==> config.mk <==
export PLATFORM = sky130hd
export DESIGN_NAME = hth_ctrl
export DESIGN_NICKNAME = d
export VERILOG_FILES = /design/src/hth_pkg.sv /design/src/hth_ctrl.sv
export SDC_FILE = /design/constraint.sdc
export NUM_CORES = 1
export LEC_CHECK = 0
export BUFFER_PORTS_ARGS = -buffer_cell sky130_fd_sc_hd__buf_2
export CORE_MARGIN = 5
export CORE_UTILIZATION = 55
export DETAILED_ROUTE_END_ITERATION = 6
export PLACE_DENSITY = 0.83
export SETUP_SLACK_MARGIN = 0.15
export SLEW_MARGIN = 30
export SYNTH_ARGS = -nofsm -noshare
export SYNTH_HDL_FRONTEND = slang
export SYNTH_SLANG_ARGS = --single-unit
==> constraint.sdc <==
create_clock -name clk -period 8.3 [get_ports clk]
set_input_delay 0.415 -clock clk [delete_from_list [all_inputs] [get_ports clk]]
set_output_delay 0.415 -clock clk [all_outputs]
set_load 0.01 [all_outputs]
==> src/hth_pkg.sv <==
`timescale 1ns / 1ps
`default_nettype none
// ----------------------------------------------------------------------------
// hth_pkg: shared types and constants
// Request codes, channel payloads, control state and the result handoff
// between the controller and the top level.
// ----------------------------------------------------------------------------
package hth_pkg;

	localparam int POS_W  = 11;   // queue position / footprint width
	localparam int CNT_W  = 64;   // hit and miss count width
	localparam int WIDE_W = 17;   // holds any position or capacity up to 65536

	localparam logic [POS_W-1:0] FP_RESET = 11'd1024;

	localparam logic [1:0] REQ_WRITE   = 2'd0;
	localparam logic [1:0] REQ_CONVERT = 2'd1;
	localparam logic [1:0] REQ_READ    = 2'd2;

	localparam logic STATUS_OK  = 1'b0;
	localparam logic STATUS_BAD = 1'b1;

	typedef struct packed {
		logic [1:0]       req_type;
		logic [POS_W-1:0] position;
		logic [CNT_W-1:0] hit_count;
	} req_t;

	typedef struct packed {
		logic             status;
		logic [CNT_W-1:0] entry_value;
	} rsp_t;

	typedef logic [POS_W-1:0] cfg_t;

	typedef enum logic [1:0] {
		ST_CLEAR,
		ST_IDLE,
		ST_RDWAIT,
		ST_CONV
	} state_t;

	// result handoff from controller to output register
	typedef struct packed {
		logic load;
		logic status;
		logic from_mem;
	} res_t;

endpackage
`default_nettype wire

==> src/hth_ctrl.sv <==
`timescale 1ns / 1ps
`default_nettype none
// ----------------------------------------------------------------------------
// hth_ctrl: request sequencer
// Clearing pass, request decode, and the read-modify-write walk that
// turns hit counts into suffix sums.
// ----------------------------------------------------------------------------
module hth_ctrl #(
	parameter int MAX_PAGES = 1024
) (
	input  wire logic                              clk,
	input  wire logic                              arst_n,
	input  wire logic                              accept,
	input  wire hth_pkg::req_t                     req,
	input  wire logic [hth_pkg::WIDE_W-1:0]        fp_eff,
	output logic                                   idle,
	output logic                                   mem_we,
	output logic [((MAX_PAGES > 1) ? $clog2(MAX_PAGES) : 1)-1:0] mem_waddr,
	output logic [hth_pkg::CNT_W-1:0]              mem_wdata,
	output logic                                   mem_re,
	output logic [((MAX_PAGES > 1) ? $clog2(MAX_PAGES) : 1)-1:0] mem_raddr,
	input  wire logic [hth_pkg::CNT_W-1:0]         mem_rdata,
	output hth_pkg::res_t                          res
);

	localparam int AW = (MAX_PAGES > 1) ? $clog2(MAX_PAGES) : 1;
	localparam logic [AW-1:0] LAST_ADDR = AW'(MAX_PAGES - 1);

	hth_pkg::state_t state_q, state_d;

	logic [AW-1:0]               clr_q;
	logic [AW-1:0]               cur_q;
	logic [hth_pkg::CNT_W-1:0]   sum_q;    // running miss count
	logic [hth_pkg::CNT_W-1:0]   sum_new;
	logic [hth_pkg::WIDE_W-1:0]  pos_wide;
	logic [hth_pkg::WIDE_W-1:0]  pos_m1;
	logic [hth_pkg::WIDE_W-1:0]  fp_m1;
	logic                        pos_zero;
	logic                        pos_ok;
	logic                        fp_zero;

	assign pos_wide = {{(hth_pkg::WIDE_W - hth_pkg::POS_W){1'b0}}, req.position};
	assign pos_m1   = pos_wide - hth_pkg::WIDE_W'(1);
	assign fp_m1    = fp_eff - hth_pkg::WIDE_W'(1);
	assign pos_zero = (req.position == '0);
	assign pos_ok   = !pos_zero && (pos_wide <= fp_eff);
	assign fp_zero  = (fp_eff == '0);
	assign sum_new  = sum_q + mem_rdata;
	assign idle     = (state_q == hth_pkg::ST_IDLE);

	// next state
	always_comb begin
		state_d = state_q;
		case (state_q)
			hth_pkg::ST_CLEAR: begin
				if (clr_q == LAST_ADDR) state_d = hth_pkg::ST_IDLE;
			end
			hth_pkg::ST_IDLE: begin
				if (accept) begin
					if (req.req_type == hth_pkg::REQ_READ && pos_ok) begin
						state_d = hth_pkg::ST_RDWAIT;
					end else if (req.req_type == hth_pkg::REQ_CONVERT && !fp_zero) begin
						state_d = hth_pkg::ST_CONV;
					end
				end
			end
			hth_pkg::ST_RDWAIT: state_d = hth_pkg::ST_IDLE;
			hth_pkg::ST_CONV: begin
				if (cur_q == '0) state_d = hth_pkg::ST_IDLE;
			end
			default: state_d = hth_pkg::ST_IDLE;
		endcase
	end

	// outputs
	always_comb begin
		mem_we    = 1'b0;
		mem_waddr = clr_q;
		mem_wdata = '0;
		mem_re    = 1'b0;
		mem_raddr = pos_m1[AW-1:0];
		res       = '0;
		case (state_q)
			hth_pkg::ST_CLEAR: begin
				mem_we = 1'b1;
			end
			hth_pkg::ST_IDLE: begin
				if (accept) begin
					case (req.req_type)
						hth_pkg::REQ_WRITE: begin
							mem_we     = pos_ok;
							mem_waddr  = pos_m1[AW-1:0];
							mem_wdata  = req.hit_count;
							res.load   = 1'b1;
							res.status = pos_ok ? hth_pkg::STATUS_OK : hth_pkg::STATUS_BAD;
						end
						hth_pkg::REQ_CONVERT: begin
							mem_re    = !fp_zero;
							mem_raddr = fp_m1[AW-1:0];
							res.load  = fp_zero;
						end
						hth_pkg::REQ_READ: begin
							mem_re     = pos_ok;
							res.load   = !pos_ok;
							res.status = (pos_ok || pos_zero) ? hth_pkg::STATUS_OK
							                                  : hth_pkg::STATUS_BAD;
						end
						default: begin
							res.load = 1'b1;
						end
					endcase
				end
			end
			hth_pkg::ST_RDWAIT: begin
				res.load     = 1'b1;
				res.from_mem = 1'b1;
			end
			hth_pkg::ST_CONV: begin
				mem_we    = 1'b1;
				mem_waddr = cur_q;
				mem_wdata = sum_new;
				mem_re    = (cur_q != '0);
				mem_raddr = cur_q - AW'(1);
				res.load  = (cur_q == '0);
			end
			default: ;
		endcase
	end

	always_ff @(posedge clk or negedge arst_n) begin
		if (!arst_n) begin
			state_q <= hth_pkg::ST_CLEAR;
			clr_q   <= '0;
			cur_q   <= '0;
			sum_q   <= '0;
		end else begin
			state_q <= state_d;
			if (state_q == hth_pkg::ST_CLEAR) begin
				clr_q <= clr_q + AW'(1);
			end
			if (state_q == hth_pkg::ST_IDLE && accept
			    && req.req_type == hth_pkg::REQ_CONVERT) begin
				sum_q <= '0;
				cur_q <= fp_m1[AW-1:0];
			end else if (state_q == hth_pkg::ST_CONV) begin
				sum_q <= sum_new;
				cur_q <= cur_q - AW'(1);
			end
		end
	end

endmodule
`default_nettype wire

* After elaboration in Yosys (flattened, before gate mapping)
Index checks and enable logic that the tools add are counted.
Storage, ports and cells: input port bits 161, bits in latches 0, memories 0, memory bits (read-only) 0, output and inout port bits 90, memory bits (writable) 0, logic and storage cells 71, register bits after elaboration 86
Cells by class: reductions and logical operators 18, multipliers 0, eq/ne operators 10, bitwise gates (word level) 0, add/subtract/negate cells 5, shift-type cells 0, muxes and demuxes 33, magnitude comparators 1, div/mod/pow operators 0
Operators with widths (number):
- two-way mux 64 bit | 4
- case mux 64 bit (2 select lines) | 1
- adder 64 bit | 1
- two-way mux 10 bit | 6
- case mux 10 bit (2 select lines) | 2
- subtractor 10 x 1 -> 10 bit, second input constant | 3
- <= comparator 11 x 17 -> 1 bit | 1
- zero test 17 bit | 1
- two-way mux 2 bit | 6
- zero test 11 bit | 1
- adder 10 x 1 -> 10 bit, second input constant | 1
- equality test 10 bit, second input constant | 1
- zero test 10 bit | 1
- case mux 1 bit (2 select lines) | 5
- nonzero test 10 bit | 1
- case mux 2 bit (4 select lines) | 1
- two-way mux 1 bit | 7
- equality test 2 bit, second input constant | 3
- != test 2 bit, second input constant | 3
- logical AND 1 bit | 5
- equality test 2 x 1 -> 1 bit, second input constant | 2
- zero test 2 bit | 2
- AND reduction 4 bit | 1
- zero test 1 bit | 3
- 5 further kinds | 5

* Logic depth before layout (Yosys ltp)
Gate-level depths: netlist of the first run.
depth after elaboration 8, mapped depth 13

* Worst setup path before layout of the first run
Ideal clock, no wire load.
path type input to output, from in mem_rdata[0] in the netlist's numbering, to out mem_wdata[50] in the netlist's numbering, stages on the path 13, path buffers 0, setup slack 4.836 ns, data required time 7.885 ns, data arrival time 3.049 ns, cells stage by stage ha_1 > inv_1 > fa_1 > nor2b_1 > o2111ai_1 > a21oi_1 > o211ai_1 > o31ai_2 > a31oi_1 > o31a_1 > o21ai_1 > xor2_1 > a22o_1
Between the ends: cells in the longest elaborated chain, start to end 2
RTL lines:
- start: declaration | line hth_ctrl.sv:22 | input wire logic [hth_pkg::CNT_W-1:0] mem_rdata,
- adder 64 bit | line hth_ctrl.sv:48 | assign sum_new = sum_q + mem_rdata;
- case mux 64 bit (2 select lines) | line hth_ctrl.sv:83 | case (state_q)
- end: declaration | line hth_ctrl.sv:19 | output logic [hth_pkg::CNT_W-1:0] mem_wdata,
Every way passes these cells.

* Worst setup path after layout of the first run
from reg sum_q[0] in the netlist's numbering, to out mem_wdata[50] in the netlist's numbering
Between the ends: cells in the longest elaborated chain, start to end 2
RTL lines:
- start: declaration | line hth_ctrl.sv:33 | logic [hth_pkg::CNT_W-1:0] sum_q;
- start signal: assignment | line hth_ctrl.sv:146 | sum_q <= sum_new;
- adder 64 bit | line hth_ctrl.sv:48
- case mux 64 bit (2 select lines) | line hth_ctrl.sv:83
Every way passes these cells.

==> results of run 1 <==
==> stage by stage <==
step | hold WS [ns] | instances | power, mW
floorplan | 0.119 | 1296 | 2.88
global placement | 0.335 | 1707 | 3.75
detailed placement | 0.335 | 1707 | 3.80
CTS | 0.372 | 1724 | 4.27
global route | 0.387 | 1724 | 4.66
finish | 0.371 | 1724 | 4.30
==> cell type report <==
class,count,area share [%]
flip-flops and latches,86,19.4
clock buffers,9,2.03
well taps,220,2.48
repair buffers,257,11.8
multi-input cells,1100,61.9
inverters,45,1.52
clock inverters,7,0.779
==> synth_stat cells (all sizes together) (4+ instances only) <==
cell type / count
nand2: 289
a21oi: 139
dfrtp: 86
ha: 85
nor2: 65
o21ai: 61
xnor2: 59
clkbuf: 48
inv: 45
a21o: 37
nor3: 29
xor2: 29
nand3: 28
o21a: 26
nor2b: 21
nand4: 20
nand2b: 19
o21bai: 19
buf: 17
and3: 16
mux2i: 14
a22oi: 13
o211ai: 13
or3: 10
a31oi: 9
o221ai: 9
a211oi: 7
and2: 7
nor4: 6
o22ai: 6
a21boi: 5
a22o: 5
a311oi: 4
nand3b: 4
o31a: 4
==> power by group <==
| part | switching [mW] | total, mW | internal, mW |
|---|---|---|---|
| combinational | 1.85 | 3.15 | 1.29 |
| clock | 0.205 | 0.447 | 0.241 |
| sequential | 0.101 | 0.703 | 0.602 |
==> worst max-delay path, stage by stage, from the launching register on <==
cell       delay, ns
dfrtp_1         0.36
ha_1            0.21
inv_1           0.07
fa_1            0.41
nor2b_1         0.17
o2111ai_1       0.15
a21oi_1         0.22
o211ai_1        0.21
o31ai_2         0.42
a31oi_1         0.29
o31a_1          0.40
o21ai_1         0.16
xor2_1          0.33
a22o_1          0.17
buf_2           0.12
==> routing by layer <==
layer  share of wire, %  wire, um
met5                  0         0
met4                2.5       747
met3                8.8      2670
met2                 45     13800
met1                 43     13200
==> timing repair <==
action | in CTS | in global routing
hold buffers | 1 | 0
resized for setup | 0 | 0
buffers inserted | 0 | 0
hold endpoints to repair | 24 | 0
endpoints found under the setup margin | 0 | 0
==> cell families after synthesis <==
family                   Yosys count  synth area share, %
multiplexers                      15                 1.61
AND/OR/NAND/NOR                  526                 25.1
buffers and inverters            110                 4.53
AO/OA/AOI/OAI                    385                 26.2
flip-flops                        86                 22.8
XOR/XNOR                          88                 8.25
adder cells (fa/ha/maj)           86                 11.5
==> sequential cells by signal (all words and copies together) (netlist names) <==
register  cells
cur_q        10
state_q       2
sum_q        64
clr_q        10
==> how the worst min path moves through the flow <==
stage               startpoint                    end  slack (ns)  cells after the start
floorplan               arst_n   clr_q[0]$_DFFE_PN0P_        0.12                      0
global placement        arst_n  sum_q[26]$_DFFE_PN0P_        0.33                      1
detailed placement      arst_n  sum_q[24]$_DFFE_PN0P_        0.34                      1
CTS                  fp_eff[0]   cur_q[0]$_DFFE_PN0P_        0.37                      2
global route         fp_eff[0]   cur_q[0]$_DFFE_PN0P_        0.39                      2
finish               fp_eff[0]   cur_q[0]$_DFFE_PN0P_        0.37                      2
==> reports/summary.log, run 1 <==
[sta] RSZ-0062 raised after global routing no
[worst_setup_path] source of the worst register-to-register timing path sum_q[0]$_DFFE_PN0P_
[job] maxcap violations 0
[worst_setup_path] Max Fanout on Critical Path 4
[floorplan] vertical die dimension 141 um
[sta] tightest slew margin relative to the limit 41.5%
[yosys] number of synthesized flops with an enable pin 0
[yosys] largest cells by area after synthesis dfrtp_1 (23%), nand2_1 (12%), ha_1 (11%)
[worst_setup_path] worst setup path startpoint sum_q[0]$_DFFE_PN0P_
[placed_design] worst setup slack after placement 4.13 ns
[sta] final setup margin 3.84 ns
[pwr] Pwr per Cell Area 388 nW/um2
[worst_setup_path] cell depth of the worst flop-to-flop path 13
[drt] Avg WL per Cell 17.6 um
[drt] count of routing violations after the opening detailed-route iteration 927
[layout] share of layout cells above drive strength 1 19.4%
[layout] final standard cell utilization of the core 66.3%
[floorplan] core outline area 16700 um2
[worst_setup_path] Worst setup SP type register
[layout] net total in the final layout 1746
[layout] commonest cells after routing, fill and taps aside nand2_1 (289), buf_2 (249), a21oi_1 (139)
[placed_design] Placement Cell Area 10800 um2
[sta] number of max-slew violations in the final report 0
[outcome] status finished clean
[global_routing] initial antenna violation count 0
[global_routing] pin count of the biggest net entering global routing 77
[drt] number of design rule violations left after detail routing 0
[layout] number of inserted filler cells in the final layout 1498
[floorplan] count of standard-cell rows 47
[worst_setup_path] last element of the critical path mem_wdata[50]
[yosys] post-synthesis instance area 9430 um2
[drt] via/cell ratio 5.97
[yosys] Unique masters post-synth 73
[pwr] worst vdd rail ir drop 0.209 mV
[yosys] mean cell area of the mapped netlist 7.27 um2
[sta] highest achievable clock rate 0.224 GHz
[worst_setup_path] Worst EP arrival 4.04 ns
[drt] number of vias after detailed routing 10.3k
[sta] setup tns final 0 ns
[placed_design] detailed placer's ending HPWL 23300 um
[layout] Area Growth Syn to Fin 17.5%
[cts] clock-pin slew reported for the worst setup and hold paths after clock tree synthesis 0.07 ns
[yosys] share of synthesized area occupied by flip-flops and latches 22.8%
[placed_design] Placer Congestion 0.976
[worst_setup_path] setup slack of the most critical reg-to-reg path 4.66 ns
[global_routing] first-pass GRT wire length 48800 um
[sta] clock tree skew after final layout 0.0118 ns
[cts] clock tree from TritonCTS built
[layout] area used by multi-input combinational logic 6860 um2
[global_routing] met2 capacity usage during global routing 48.5%
[worst_setup_path] FF-to-FF End sum_q[50]$_DFFE_PN0P_
[sta] transition time at the pin with the least slew margin 0.866 ns
[worst_setup_path] worst setup path category register to primary output
[drt] count of antenna-violating nets left after detailed routing 0
[layout] design area 11100 um2
[sta] Finish-stage setup viols 0
[global_routing] global routing met3 resource utilization 3.96%
[layout] most common cell after layout, fill and taps aside nand2_1
[yosys] Synth Net Count 1543
[worst_setup_path] Worst EP required 7.89 ns
[placed_design] total of buffers placed on input and output ports 250
[worst_setup_path] kind of end point of the critical path primary output
[pwr] cell leakage power 5.34 nW
[yosys] Syn Inst Count 1296
[floorplan] effective utilization at floorplan 56.5%
[yosys] number of synthesis warnings 0
[global_routing] GRT overflow 0
[floorplan] die outline area 19900 um2
[drt] detailed-router iteration count before antenna repair 5
[yosys] most used flip-flop cell after synthesis dfrtp_1
[layout] sequential cell area 2150 um2
[sta] final cycle utilization of the critical path 53.7%
[yosys] share of async-settable or async-resettable flops after synthesis 100%
[cts] clock sinks 86
[floorplan] number of placed I/O pins 251
[yosys] Seq cells post-synth 86
[sta] final hold violation count 0
[global_routing] vias in the first global route 9816
[cts] TritonCTS Buffers 9
[cts] maximum root-to-sink buffer count 2
[cts] Clock Root Buffer clkbuf_16
[cts] clk_lat worst skew 0.36 ns
[min_path] class of the most critical hold timing path primary input to register
[layout] # diodes 0
[global_routing] all-layer global routing usage 29.8%
[sta] shortest clock period the worst path allows after layout 4.46 ns
[cts] H-tree level count 3
[floorplan] die outline width 141 um
[yosys] share of the synthesized area in the top cell type 22.8%
[global_routing] global route hottest layer met2
[global_routing] Global Route met1 Usage 41.3%
[drt] wire length reported by the detailed router 30400 um
[yosys] cell taking the most area after synthesis dfrtp_1
Power figures use the tool's default switching activity.
==> run 2, diff against run 1 <==
--- a/config.mk
+++ b/config.mk
@@ -7,9 +7,9 @@
 export LEC_CHECK = 0
 export BUFFER_PORTS_ARGS = -buffer_cell sky130_fd_sc_hd__buf_2
 export CORE_MARGIN = 5
-export CORE_UTILIZATION = 55
+export CORE_UTILIZATION = 50
 export DETAILED_ROUTE_END_ITERATION = 6
-export PLACE_DENSITY = 0.83
+export PLACE_DENSITY = 0.79
 export SETUP_SLACK_MARGIN = 0.15
 export SLEW_MARGIN = 30
 export SYNTH_ARGS = -nofsm -noshare
==> constraint.sdc (replaced) <==
create_clock -name clk -period 3.6 [get_ports clk]
set_input_delay 0.18 -clock clk [delete_from_list [all_inputs] [get_ports clk]]
set_output_delay 0.18 -clock clk [all_outputs]
set_load 0.01 [all_outputs]
==> run 2 against run 1 <==
  * The flow now finishes with violations (negative setup slack)
  * Sequential power grew 140%
  * Clock power rose by 110%
  * Cell count is 4.9% higher
  * Cell area up 13%
  * Critical path type unchanged
  * Critical endpoint is now mem_wdata[58]
  * Highest routed layer unchanged
==> reports/summary.log, run 2 (same netlist as run 1, synthesis figures left out) <==
[layout] flip-flop count of the largest register after layout 64 [unchanged]
[sta] highest achievable clock rate 0.273 GHz
[floorplan] count of standard-cell rows 50 [+6.4%]
[layout] most common cell after layout, fill and taps aside nand2_1
[worst_setup_path] kind of cell adding the most delay to the critical path compound AO/OA/AOI/OAI gates
[layout] Post-Layout Cell Count 1808 [+4.9%]
[cts] clock sinks 86 [unchanged]
[placed_design] Placer Congestion 0.984 [+0.81%]
[placed_design] total of buffers placed on input and output ports 250 [unchanged]
[pwr] Combinational Power Share 77.6% [+4.3 points]
[layout] Area Growth Syn to Fin 32.8%
[sta] final setup margin -0.0611 ns [-3.90 ns]
[drt] number of vias after detailed routing 10.9k [+5.5%]
[cts] maximum root-to-sink buffer count 2 [unchanged]
[worst_setup_path] Max Fanout on Critical Path 3 [-1]
[global_routing] GRT overflow 0 [unchanged]
[worst_setup_path] Critical Path Slowest Stage Cell dfrtp_1
[drt] Avg WL per Cell 18.1 um [+2.6%]
[worst_setup_path] max incr delay on CP 0.39 ns [-0.03 ns]
[floorplan] effective utilization at floorplan 50.6% [-5.9 points]
[sta] final cycle utilization of the critical path 102%
[drt] count of antenna-violating nets left after detailed routing 0 [unchanged]
[worst_setup_path] cell breakdown of the critical path ha_4, inv_2, fa_2, nor2b_4, o2111ai_4, a21oi_2, o211ai_1, o31ai_2, a31oi_2, buf_4, o21ai_4, a31oi_1, mux2i_1, a21o_1, buf_2
[floorplan] vertical die dimension 147 um [+4.5%]
[outcome] status finished, violations left
[sta] tightest slew margin relative to the limit 20.0% [-21 points]
[outcome] violated checks negative setup slack
[sta] setup tns final -0.135 ns [-0.135 ns]
[worst_setup_path] Worst setup SP type register
[global_routing] pin count of the biggest net entering global routing 72 [-6.5%]
[pwr] proportion of power drawn by flip-flops and latches 14.4% [-2.0 points]
[floorplan] die outline width 147 um [+4.5%]
[layout] design area 12500 um2 [+13%]
[drt] wire length reported by the detailed router 32800 um [+7.7%]
[layout] share of layout cells above drive strength 1 29.9% [+11 points]
[sta] number of max-slew violations in the final report 0 [unchanged]
[placed_design] detailed placer's ending HPWL 24300 um [+3.9%]
[global_routing] all-layer global routing usage 28.2% [-1.6 points]
[drt] via/cell ratio 6.01 [+0.60%]
[sta] transition time at the pin with the least slew margin 1.19 ns [+0.322 ns]
[pwr] Pwr per Cell Area 929 nW/um2 [+140%]
[global_routing] first-pass GRT wire length 50500 um [+3.4%]
[global_routing] initial antenna violation count 0 [unchanged]
[sta] RSZ-0062 raised after global routing yes
[global_routing] vias in the first global route 10.2k [+3.6%]
[worst_setup_path] Worst EP required 3.42 ns [-4.47 ns]
[layout] commonest cells after routing, fill and taps aside nand2_1 (279), buf_2 (249), a21oi_1 (122)
[drt] detailed-router iteration count before antenna repair 5 [unchanged]
[drt] number of design rule violations left after detail routing 0 [unchanged]
[pwr] net load switching power 5.64 mW [+160%]
[cts] clock tree from TritonCTS built
[cts] Clock Root Buffer clkbuf_16
[floorplan] core outline area 18600 um2 [+12%]
[pwr] Internal 5.99 mW [+180%]
[pwr] cell leakage power 5.82 nW [+9.0%]
[layout] largest register by flop count sum_q
[pwr] power share of the clock group 8.0% [-2.4 points]
[sta] final hold violation count 0 [unchanged]
[job] maxcap violations 0 [unchanged]
[min_path] class of the most critical hold timing path primary input to register
[drt] count of routing violations after the opening detailed-route iteration 802 [-13%]
[cts] clk_lat worst skew 0.36 ns [about the same]
[sta] shortest clock period the worst path allows after layout 3.66 ns
[placed_design] worst setup slack after placement -0.00631 ns [-4.13 ns]
[cts] clock-pin slew reported for the worst setup and hold paths after clock tree synthesis 0.07 ns [about the same]
[worst_setup_path] combined buffer and inverter count along the critical path 3 [+1]
[layout] number of inserted filler cells in the final layout 1536 [+2.5%]
[layout] largest registers in the final layout sum_q x64, clr_q x10, cur_q x10
[worst_setup_path] kind of end point of the critical path primary output
[cts] H-tree level count 3 [unchanged]
[sta] clock tree skew after final layout 0.00858 ns [-0.00322 ns]
[pwr] worst vdd rail ir drop 0.474 mV [+130%]
[placed_design] placed cell count 1742 [+2.1%]
[pwr] Sw Ratio 48.5% [-1.7 points]
[floorplan] number of placed I/O pins 251 [unchanged]
[layout] net total in the final layout 1816 [+4.0%]
[worst_setup_path] Worst EP arrival 3.48 ns [-0.56 ns]
[floorplan] die outline area 21700 um2 [+9.3%]
[worst_setup_path] worst setup path category register to primary output
[layout] # diodes 0 [unchanged]
[sta] Final Hold Slack 0.0692 ns [-0.302 ns]
[placed_design] Placement Cell Area 11000 um2 [+1.9%]
[cts] TritonCTS Buffers 9 [unchanged]
[sta] Finish-stage setup viols 5 [+5]
-- run 2: cell types whose count changed in the layout (fill, tap and decap cells not counted), moves of 11 or more --
cell / change
buf_4: +61
ha_1: -24
a21oi_1: -17
a21oi_2: +11
ha_4: +23
o21ai_0: -13
-- run 2: worst paths after layout --
path                                       from                    end  slack (ns)  cells past startpoint
setup / recovery           sum_q[0]$_DFFE_PN0P_          mem_wdata[58]       -0.06                     15
hold / removal                        fp_eff[0]   cur_q[0]$_DFFE_PN0P_        0.07                      2
setup reg to reg           sum_q[4]$_DFFE_PN0P_  sum_q[53]$_DFFE_PN0P_        0.26                     15
hold reg to reg            clr_q[4]$_DFFE_PN0P_   clr_q[4]$_DFFE_PN0P_        0.54                      1
max in group asynchronous                arst_n  sum_q[58]$_DFFE_PN0P_        2.44                      3
min in group asynchronous                arst_n  sum_q[25]$_DFFE_PN0P_        0.39                      2
-- run 2: timing repair --
item                                    in CTS  in global routing
pin swaps                                   37                 56
gates cloned                                 0                  0
setup buffers                               26                 23
hold endpoints to repair                    50                  0
endpoints found under the setup margin      33                 38
hold buffers                                 1                  0
resized for setup                           75                100
-- run 2: per-layer routing --
metal | vias up | track usage (%) | wire length [um]
met2 | 569 | 45.8 | 15000
li1 | 5139 | - | -
met1 | 5062 | 38.0 | 13900
met4 | 0 | 9.37 | 1030
met5 | - | 0 | 0
met3 | 88 | 4.94 | 2770
-- run 2: final cells by class --
class                      count  area [um2]  share of cell area [%]
multi-input combinational   1100        7730                    61.8
sequential                    86        2150                    17.2
timing repair buffer         327        1890                    15.1
tap                          234         293                    2.34
clock buffer                  10         239                    1.91
inverter                      45         169                    1.35
clock inverter                 6        45.0                   0.360
-- run 2: through the flow --
step           power [mW]  util, %
2_1_floorplan        6.63        -
6_report             11.6     67.1
3_5_place_dp         8.90     58.8
4_1_cts              10.5     63.4
5_1_grt              12.4     67.1
3_3_place_gp         8.77     58.8
-- run 2: power by group through the flow --
stage                     Sequential, mW  Clock (mW)  Combinational (mW)
after floorplan                     1.55           0                5.08
after global placement              1.59           0                7.18
after detailed placement            1.61           0                7.29
after CTS                           1.61       0.938                8.00
after global routing                1.70       0.977                9.76
final                               1.67       0.936                9.03
